## src/rtl/core/ifhg_pkg.sv

```systemverilog
`timescale 1ns / 1ps
// ----------------------------------------------------------------------------
// ifhg_pkg
// Shared types and constants for the IPv4 fragment header generator.
// ----------------------------------------------------------------------------
package ifhg_pkg;

    // Header size in bytes (IHL * 4), option words are zero
    localparam int HEADER_BYTES = 24;
    // Hard limit on results produced for one segment
    localparam int RESULT_LIMIT = 62;

    localparam logic [10:0] MTU_RESET  = 11'd1500;
    localparam logic [7:0]  VER_IHL    = 8'h40 | 8'(HEADER_BYTES / 4);
    localparam logic [7:0]  TTL_VALUE  = 8'd64;
    localparam logic [15:0] FLAG_DF    = 16'h4000;
    localparam logic [15:0] FLAG_MF    = 16'h2000;

    // Configuration register indexes
    localparam logic [1:0] CFG_MTU  = 2'd0;
    localparam logic [1:0] CFG_SRC  = 2'd1;
    localparam logic [1:0] CFG_DST  = 2'd2;
    localparam logic [1:0] CFG_DF   = 2'd3;

    typedef struct packed {
        logic [15:0] payload_length;
        logic [7:0]  upper_protocol;
        logic [15:0] identification;
    } t_in_item;

    typedef struct packed {
        logic [15:0] total_length;
        logic [15:0] flags_offset;
        logic [15:0] header_checksum;
        logic [15:0] ident_out;
        logic [7:0]  protocol_out;
        logic        is_error;
        logic        last_fragment;
    } t_out_item;

    // Controller to datapath
    typedef struct packed {
        logic load;   // latch input beat
        logic prep;   // length checks, address sum
        logic base;   // fold checksum base, fragment-count check
        logic emit;   // load one result into the output register
    } t_ctrl_cmd;

    // Datapath to controller
    typedef struct packed {
        logic last;      // the result emitted now ends the segment
        logic out_free;  // output register can take a result this cycle
    } t_ctrl_stat;

endpackage

```

## src/rtl/core/ifhg_ctrl.sv

```systemverilog
`timescale 1ns / 1ps
// ----------------------------------------------------------------------------
// ifhg_ctrl
// Sequencer: accept a segment, run two setup steps, then emit results.
// ----------------------------------------------------------------------------
module ifhg_ctrl (
    input  logic                  i_clk,
    input  logic                  i_rst_n,
    input  logic                  i_in_valid,
    output logic                  o_in_ready,
    input  ifhg_pkg::t_ctrl_stat  i_stat,
    output ifhg_pkg::t_ctrl_cmd   o_cmd
);
    import ifhg_pkg::*;

    typedef enum logic [1:0] {
        ST_IDLE,
        ST_PREP,
        ST_BASE,
        ST_EMIT
    } t_state;

    t_state r_state;
    logic   r_in_ready;
    logic   w_accept;

    assign w_accept   = i_in_valid && r_in_ready;
    assign o_in_ready = r_in_ready;

    // Commands
    always_comb begin
        o_cmd      = '0;
        o_cmd.load = w_accept;
        o_cmd.prep = (r_state == ST_PREP);
        o_cmd.base = (r_state == ST_BASE);
        o_cmd.emit = (r_state == ST_EMIT) && i_stat.out_free;
    end

    // State and ready
    always_ff @(posedge i_clk) begin
        if (!i_rst_n) begin
            r_state    <= ST_IDLE;
            r_in_ready <= 1'b0;
        end else begin
            unique case (r_state)
                ST_IDLE: begin
                    r_in_ready <= !w_accept;
                    if (w_accept) begin
                        r_state <= ST_PREP;
                    end
                end
                ST_PREP: begin
                    r_state <= ST_BASE;
                end
                ST_BASE: begin
                    r_state <= ST_EMIT;
                end
                ST_EMIT: begin
                    if (i_stat.out_free && i_stat.last) begin
                        r_state    <= ST_IDLE;
                        r_in_ready <= 1'b1;
                    end
                end
                default: begin
                    r_state    <= ST_IDLE;
                    r_in_ready <= 1'b1;
                end
            endcase
        end
    end

endmodule

```

## src/rtl/core/ifhg_dpath.sv

```systemverilog
`timescale 1ns / 1ps
// ----------------------------------------------------------------------------
// ifhg_dpath
// Config registers, segment registers, fragment walk and checksum, plus the
// output register.
// ----------------------------------------------------------------------------
module ifhg_dpath #(
    parameter int MAX_FRAGMENTS = 64
) (
    input  logic                  i_clk,
    input  logic                  i_rst_n,
    input  logic                  i_cfg_wr_en,
    input  logic [1:0]            i_cfg_index,
    input  logic [31:0]           i_cfg_wr_data,
    input  ifhg_pkg::t_in_item    i_in_data,
    input  ifhg_pkg::t_ctrl_cmd   i_cmd,
    output ifhg_pkg::t_ctrl_stat  o_stat,
    output logic                  o_out_valid,
    input  logic                  i_out_ready,
    output ifhg_pkg::t_out_item   o_out_data
);
    import ifhg_pkg::*;

    localparam int CAP   = (MAX_FRAGMENTS < RESULT_LIMIT) ? MAX_FRAGMENTS : RESULT_LIMIT;
    localparam int PRODW = 11 + $clog2(CAP + 1);

    // Config
    logic [10:0] r_mtu;
    logic [31:0] r_src;
    logic [31:0] r_dst;
    logic        r_df;

    // Segment
    logic [15:0] r_len;
    logic [15:0] r_rem;
    logic [12:0] r_off;
    logic [7:0]  r_proto;
    logic [15:0] r_ident;
    logic        r_fits;
    logic [10:0] r_unit;
    logic [17:0] r_addr_sum;
    logic [15:0] r_base;
    logic        r_too_many;

    // Output
    logic        r_out_valid;
    t_out_item   r_out;

    // Setup-step logic
    logic [11:0]      w_avail;
    logic             w_fits;
    logic [10:0]      w_unit;
    logic [18:0]      w_base_sum;
    logic [16:0]      w_base_f1;
    logic [PRODW-1:0] w_cap_bytes;

    // Emit logic
    logic        w_err;
    logic        w_frag_last;
    logic        w_last;
    logic [15:0] w_tot;
    logic [15:0] w_flg;
    logic [17:0] w_ck_sum;
    logic [16:0] w_ck_f1;
    logic [15:0] w_ck_f2;
    t_out_item   n_out;

    // Config writes
    always_ff @(posedge i_clk) begin
        if (!i_rst_n) begin
            r_mtu <= MTU_RESET;
            r_src <= '0;
            r_dst <= '0;
            r_df  <= 1'b0;
        end else if (i_cfg_wr_en) begin
            unique case (i_cfg_index)
                CFG_MTU: r_mtu <= i_cfg_wr_data[10:0];
                CFG_SRC: r_src <= i_cfg_wr_data;
                CFG_DST: r_dst <= i_cfg_wr_data;
                CFG_DF:  r_df  <= i_cfg_wr_data[0];
                default: ;
            endcase
        end
    end

    // Room for payload after the header; top bit set means negative
    assign w_avail = {1'b0, r_mtu} - 12'(HEADER_BYTES);
    assign w_fits  = !w_avail[11] && (r_len <= {5'b0, w_avail[10:0]});
    assign w_unit  = (!w_avail[11] && (w_avail[10:3] != '0)) ? {w_avail[10:3], 3'b000}
                                                             : '0;

    // Checksum base: all words that do not change across fragments
    assign w_base_sum = 19'(r_addr_sum) + 19'({VER_IHL, 8'h00}) + 19'(r_ident)
                      + 19'({TTL_VALUE, r_proto});
    assign w_base_f1  = 17'(w_base_sum[15:0]) + 17'(w_base_sum[18:16]);

    // Largest payload that still fits in CAP fragments
    assign w_cap_bytes = PRODW'(r_unit) * PRODW'(CAP);

    always_ff @(posedge i_clk) begin
        if (i_cmd.load) begin
            r_len   <= i_in_data.payload_length;
            r_rem   <= i_in_data.payload_length;
            r_proto <= i_in_data.upper_protocol;
            r_ident <= i_in_data.identification;
            r_off   <= '0;
        end
        if (i_cmd.prep) begin
            r_fits     <= w_fits;
            r_unit     <= w_unit;
            r_addr_sum <= 18'(r_src[31:16]) + 18'(r_src[15:0])
                        + 18'(r_dst[31:16]) + 18'(r_dst[15:0]);
        end
        if (i_cmd.base) begin
            r_base     <= w_base_f1[15:0] + 16'(w_base_f1[16]);
            r_too_many <= 32'(r_len) > 32'(w_cap_bytes);
        end
        // Step to the next fragment
        if (i_cmd.emit && !r_fits && !w_err && !w_frag_last) begin
            r_rem <= r_rem - {5'b0, r_unit};
            r_off <= r_off + 13'(r_unit[10:3]);
        end
    end

    // Fragment fields
    assign w_err       = !r_fits && (r_df || (r_unit == '0) || r_too_many);
    assign w_frag_last = (r_rem <= {5'b0, r_unit});
    assign w_last      = r_fits || w_err || w_frag_last;

    always_comb begin
        if (r_fits) begin
            w_tot = r_len + 16'(HEADER_BYTES);
            w_flg = FLAG_DF;
        end else if (w_frag_last) begin
            w_tot = r_rem + 16'(HEADER_BYTES);
            w_flg = {3'b000, r_off};
        end else begin
            w_tot = {5'b0, r_unit} + 16'(HEADER_BYTES);
            w_flg = FLAG_MF | {3'b000, r_off};
        end
    end

    // Ones-complement sum with end-around carry
    assign w_ck_sum = 18'(r_base) + 18'(w_tot) + 18'(w_flg);
    assign w_ck_f1  = 17'(w_ck_sum[15:0]) + 17'(w_ck_sum[17:16]);
    assign w_ck_f2  = w_ck_f1[15:0] + 16'(w_ck_f1[16]);

    always_comb begin
        n_out.ident_out     = r_ident;
        n_out.protocol_out  = r_proto;
        n_out.is_error      = w_err;
        n_out.last_fragment = w_last;
        if (w_err) begin
            n_out.total_length    = '0;
            n_out.flags_offset    = '0;
            n_out.header_checksum = '0;
        end else begin
            n_out.total_length    = w_tot;
            n_out.flags_offset    = w_flg;
            n_out.header_checksum = ~w_ck_f2;
        end
    end

    // Output register
    always_ff @(posedge i_clk) begin
        if (!i_rst_n) begin
            r_out_valid <= 1'b0;
        end else if (i_cmd.emit) begin
            r_out_valid <= 1'b1;
        end else if (i_out_ready) begin
            r_out_valid <= 1'b0;
        end
    end

    always_ff @(posedge i_clk) begin
        if (i_cmd.emit) begin
            r_out <= n_out;
        end
    end

    assign o_out_valid     = r_out_valid;
    assign o_out_data      = r_out;
    assign o_stat.last     = w_last;
    assign o_stat.out_free = !r_out_valid || i_out_ready;

endmodule

```

## src/rtl/core/ipv4_fragment_header_gen_unit.sv

```systemverilog
`timescale 1ns / 1ps
// ----------------------------------------------------------------------------
// ipv4_fragment_header_gen_unit
// IPv4 header generator: one header per fragment of an upper-layer segment.
// ----------------------------------------------------------------------------
// Setup: after the input beat is accepted, the PREP and BASE steps run.
// Results: then one result per cycle (1 to 62 per segment) from the fragment
//   walk, while the output register is free (no back-pressure stalls it).
// Next input beat is accepted the cycle after the last result is loaded.
// Reset: synchronous active low; config to defaults (MTU 1500), output empty.
module ipv4_fragment_header_gen_unit #(
    parameter int MAX_FRAGMENTS = 64
) (
    input  logic                 i_clk,
    input  logic                 i_rst_n,
    input  logic                 i_cfg_wr_en,
    input  logic [1:0]           i_cfg_index,
    input  logic [31:0]          i_cfg_wr_data,
    input  logic                 i_in_valid,
    output logic                 o_in_ready,
    input  ifhg_pkg::t_in_item   i_in_data,
    output logic                 o_out_valid,
    input  logic                 i_out_ready,
    output ifhg_pkg::t_out_item  o_out_data
);
    import ifhg_pkg::*;

    t_ctrl_cmd  w_cmd;
    t_ctrl_stat w_stat;

    // Sequencer
    ifhg_ctrl u_ctrl (
        .i_clk      (i_clk),
        .i_rst_n    (i_rst_n),
        .i_in_valid (i_in_valid),
        .o_in_ready (o_in_ready),
        .i_stat     (w_stat),
        .o_cmd      (w_cmd)
    );

    // Datapath
    ifhg_dpath #(
        .MAX_FRAGMENTS (MAX_FRAGMENTS)
    ) u_dpath (
        .i_clk         (i_clk),
        .i_rst_n       (i_rst_n),
        .i_cfg_wr_en   (i_cfg_wr_en),
        .i_cfg_index   (i_cfg_index),
        .i_cfg_wr_data (i_cfg_wr_data),
        .i_in_data     (i_in_data),
        .i_cmd         (w_cmd),
        .o_stat        (w_stat),
        .o_out_valid   (o_out_valid),
        .i_out_ready   (i_out_ready),
        .o_out_data    (o_out_data)
    );

endmodule

```

## config.mk

```make
export PLATFORM = sky130hd
export DESIGN_NAME = ipv4_fragment_header_gen_unit
export DESIGN_NICKNAME = d
export VERILOG_FILES = /design/src/rtl/core/ifhg_pkg.sv /design/src/rtl/core/ifhg_ctrl.sv /design/src/rtl/core/ifhg_dpath.sv /design/src/rtl/core/ipv4_fragment_header_gen_unit.sv
export SDC_FILE = /design/constraint.sdc
export NUM_CORES = 1
export LEC_CHECK = 0
export BUFFER_PORTS_ARGS = -buffer_cell sky130_fd_sc_hd__clkbuf_2
export CORE_ASPECT_RATIO = 0.9
export CORE_MARGIN = 2
export CORE_UTILIZATION = 40
export DETAILED_ROUTE_END_ITERATION = 16
export PLACE_DENSITY = 0.64
export SYNTH_ARGS = -nofsm -noshare
export SYNTH_HDL_FRONTEND = slang
export SYNTH_SLANG_ARGS = --single-unit
```

## constraint.sdc

```tcl
create_clock -name i_clk -period 12.4 [get_ports i_clk]
set_input_delay 0.62 -clock i_clk [delete_from_list [all_inputs] [get_ports i_clk]]
set_output_delay 0.62 -clock i_clk [all_outputs]
set_load 0.02 [all_outputs]
```

==> metrics.md <==
| Metric | Value |
|---|---|
| Post-Place Cells | `2431` |
| Syn. warnings | `0` |
| Fraction of registers with async set or reset after synthesis | `0` |
| Mean Syn Cell Area | `10.0 um^2` |
| Clock-pin slew on the worst setup and hold paths | `60 ps` |
| Rows | `72` |
| IO Count | `155` |
| Post-CTS Repair Setup Buffers | `0` |
| Clk buf depth | `3` |
| Top-count cell post-synth | `nand2_1` |
| Setup CP Type | `reg -> reg` |
| Avg WL per Cell | `17.3 um` |
| Top cells by count, synth | `nand2_1, edfxtp_1, ha_1` |
| H-Tree Depth | `1` |
| Crit. End Element | `flop` |
| All-Layer GR Usage | `0.188` |
| Area Growth Syn to Fin | `13.5%` |
| Main synth FF type | `edfxtp_1` |
| Max-Cap Viols | `0` |
| Hold Path Class | `in -> reg` |
| Synthesized instance count | `1759` |
| Detail Placement HPWL | `33900 um` |
| Final setup fails | `0` |
| Internal power | `3010 uW` |
| Drt via density | `5.17` |
| Part of the power in registers | `0.235` |
| Area of the mapped netlist | `0.0176 mm^2` |
| Port Buf Inserts | `153` |
| Sum Neg Setup Slack | `0 ps` |
| Switching power | `2290 uW` |
| Initial Utilization | `0.408` |
| Initial antenna violation count | `1` |
| Vias in the first global route | `12600` |
| Startpoint types | `flop` |
| PD cells | `265 mW/mm^2` |
| CTS Sinks | `266` |
| Placer Congestion | `0.911` |
| Clock share of power | `0.177` |
| Post-route clock period utilization | `0.851` |
| Leakage | `0.00835 uW` |
| Count of cell types in the netlist | `79` |
| Gate power share | `0.588` |
| Actual slew at the worst max-slew pin | `1220 ps` |
| Fmax | `94.8 MHz` |
| CP arrival | `10840 ps` |
| FF-to-FF setup slack | `1850 ps` |
| Synth top area cells | `edfxtp_1, ha_1, dfxtp_1` |
| First-pass GRT wire length | `67600 um` |
| Post-CTS sizing | `0` |
| Worst vdd ir | `0.146 mV` |
| CP peak stage delay | `610 ps` |
| Post-synthesis sequential area ratio | `0.408` |
| CTS Buf Count | `30` |
| WHS | `211 ps` |
| Drt first pass iters | `5` |
| Fin area | `0.0200 mm^2` |
| Fin. max-slew vios | `0` |
| Net Count, Synth | `2062` |
| Die area | `0.0458 mm^2` |
| Minimum clock period after layout | `10550 ps` |
| Synth top area share | `0.317` |
| RSZ-0062 raised after global routing | `no` |
| Share of cells above drive strength 1 | `0.127` |
| Via count | `12900` |
| Final hold vios | `0` |
| Later-pin clock latency in the skew report | `580 ps` |
| Non-filler instance count after layout | `2486` |
| Util after Layout | `0.463` |
| Slowest cell on the critical path | `a2111oi_1` |
| Cell taking the most area after synthesis | `edfxtp_1` |
| Post-route ant nets | `0` |
| Sw frac | `0.433` |
| Die Ht | `203 um` |
| Largest delay share family, worst path | `compound AO/OA/AOI/OAI gates` |
| Clock root buffer | `clkbuf_16` |
| Worst EP required | `12690 ps` |
| Number of DRC markers in iteration 0 | `992` |
| Largest net degree at the start of global routing | `81` |
| Post-Route WL | `43000 um` |
| Max Clock Skew | `18.9 ps` |
| Slew headroom | `0.185` |
| Status | `completed` |
| Synth Register Bits | `266` |
| Nets@finish | `2211` |
| Gr ovfl total | `0` |
| TritonCTS clock tree | `done` |
| Buf/Inv on CP | `3` |
| DR DRC count | `0` |
| Crit Path Max Fanout | `22` |
| Post-synth EDFFs | `186` |
| Post-CTS Hold Buffers | `0` |
| Dpl cell area | `0.0190 mm^2` |
| Die X | `225 um` |
| Core Area | `0.0432 mm^2` |
-- routing by layer --
layer / up-vias / share of wire / global-route usage
li1: 6393 / - / -
met1: 6088 / 0.47 / 0.268
met2: 312 / 0.44 / 0.298
met3: 66 / 0.053 / 0.0278
met4: 0 / 0.029 / 0.0520
met5: - / 0 / 0
-- state kept, by name, summed over array words and instances (netlist names), 11 cells and up --
signal,flops
u_dpath.r_ident,16
u_dpath.r_base,16
u_dpath.r_dst,32
u_dpath.r_rem,16
u_dpath.r_len,16
u_dpath.r_addr_sum,18
u_dpath.o_out_data,73
u_dpath.r_off,13
u_dpath.r_mtu,11
u_dpath.r_src,32
-- worst register-to-register path: cells and delay by family, from the launching register on --
kind	cells	cell delay, ps
buffers and inverters	3	530
AND/OR/NAND/NOR	16	3030
AO/OA/AOI/OAI	18	3900
adder cells (fa/ha/maj)	7	1770
XOR/XNOR	3	470
flip-flops	1	560
-- worst paths after layout --
| kind | cells past startpoint | start | endpoint |
|---|---|---|---|
| worst max-delay path | 47 | u_dpath.r_unit[4]$_SDFFCE_PN0N_ | u_dpath.o_out_data[40]$_SDFFCE_PP0P_ |
| worst min register to register | 0 | u_dpath.r_ident[10]$_DFFE_PP_ | u_dpath.o_out_data[20]$_DFFE_PP_ |
| worst max register to register | 47 | u_dpath.r_unit[4]$_SDFFCE_PN0N_ | u_dpath.o_out_data[40]$_SDFFCE_PP0P_ |
| worst min-delay path | 1 | i_in_data[19] | u_dpath.r_proto[3]$_DFFE_PP_ |
-- power groups by stage --
stage | logic [uW] | registers [uW] | clock network, uW
floorplan | 2420 | 1250 | 0
global placement | 3060 | 1260 | 0
detailed placement | 3100 | 1270 | 0
CTS | 3120 | 1250 | 961
global route | 3520 | 1260 | 993
finish | 3120 | 1250 | 937
-- cell type report --
type                    count  area (um^2)
fillers                  4050        23200
inverters                 147          553
well taps                 555          694
clock buffers              32          758
flip-flops and latches    266         7190
repair buffers            162          833
clock inverters            22          272
diodes                      1         2.50
multi-input cells        1301         9720
-- per-stage QoR --
| step | worst slack, ps | power (uW) |
|---|---|---|
| after global routing | 610 | 5770 |
| after floorplan | 3120 | 3670 |
| after CTS | 1860 | 5330 |
| final | 1850 | 5300 |
| after detailed placement | 1880 | 4360 |
| after global placement | 2320 | 4330 |
-- cell usage in the layout (no fill, tap or decap), types with 5 or more instances in the layout --
cell type,instances
nor2b_1,38
o211ai_1,6
xnor2_1,99
nand3_1,37
o21ai_0,58
nor3_1,27
o21a_1,21
a21boi_0,81
or2_2,7
nand2b_1,20
a211oi_1,10
nor3b_1,5
fa_1,50
buf_4,9
a21oi_1,68
dfxtp_1,80
nand3b_1,5
clkbuf_16,30
or3_1,5
ha_1,174
nor4_1,6
bufinv_16,6
and3_1,16
clkinv_2,6
nand2_1,232
inv_1,146
nor2_1,115
a21o_1,35
xor2_1,59
o2111ai_1,6
nand4_1,14
o21ai_1,6
o21bai_1,11
and2_1,12
edfxtp_1,186
clkbuf_2,153
clkinv_1,7
-- logic make-up (layout without fill, tap and decap cells) --
family,Yosys count,in the layout,synth area share
buffers and inverters,192,363,0.0417
AO/OA/AOI/OAI,341,341,0.131
adder cells (fa/ha/maj),224,224,0.180
XOR/XNOR,163,163,0.0835
flip-flops,266,266,0.408
multiplexers,4,4,0.00227
other,1,2,0.000213
AND/OR/NAND/NOR,568,568,0.154
No activity file was read; power rests on OpenSTA's default activity.
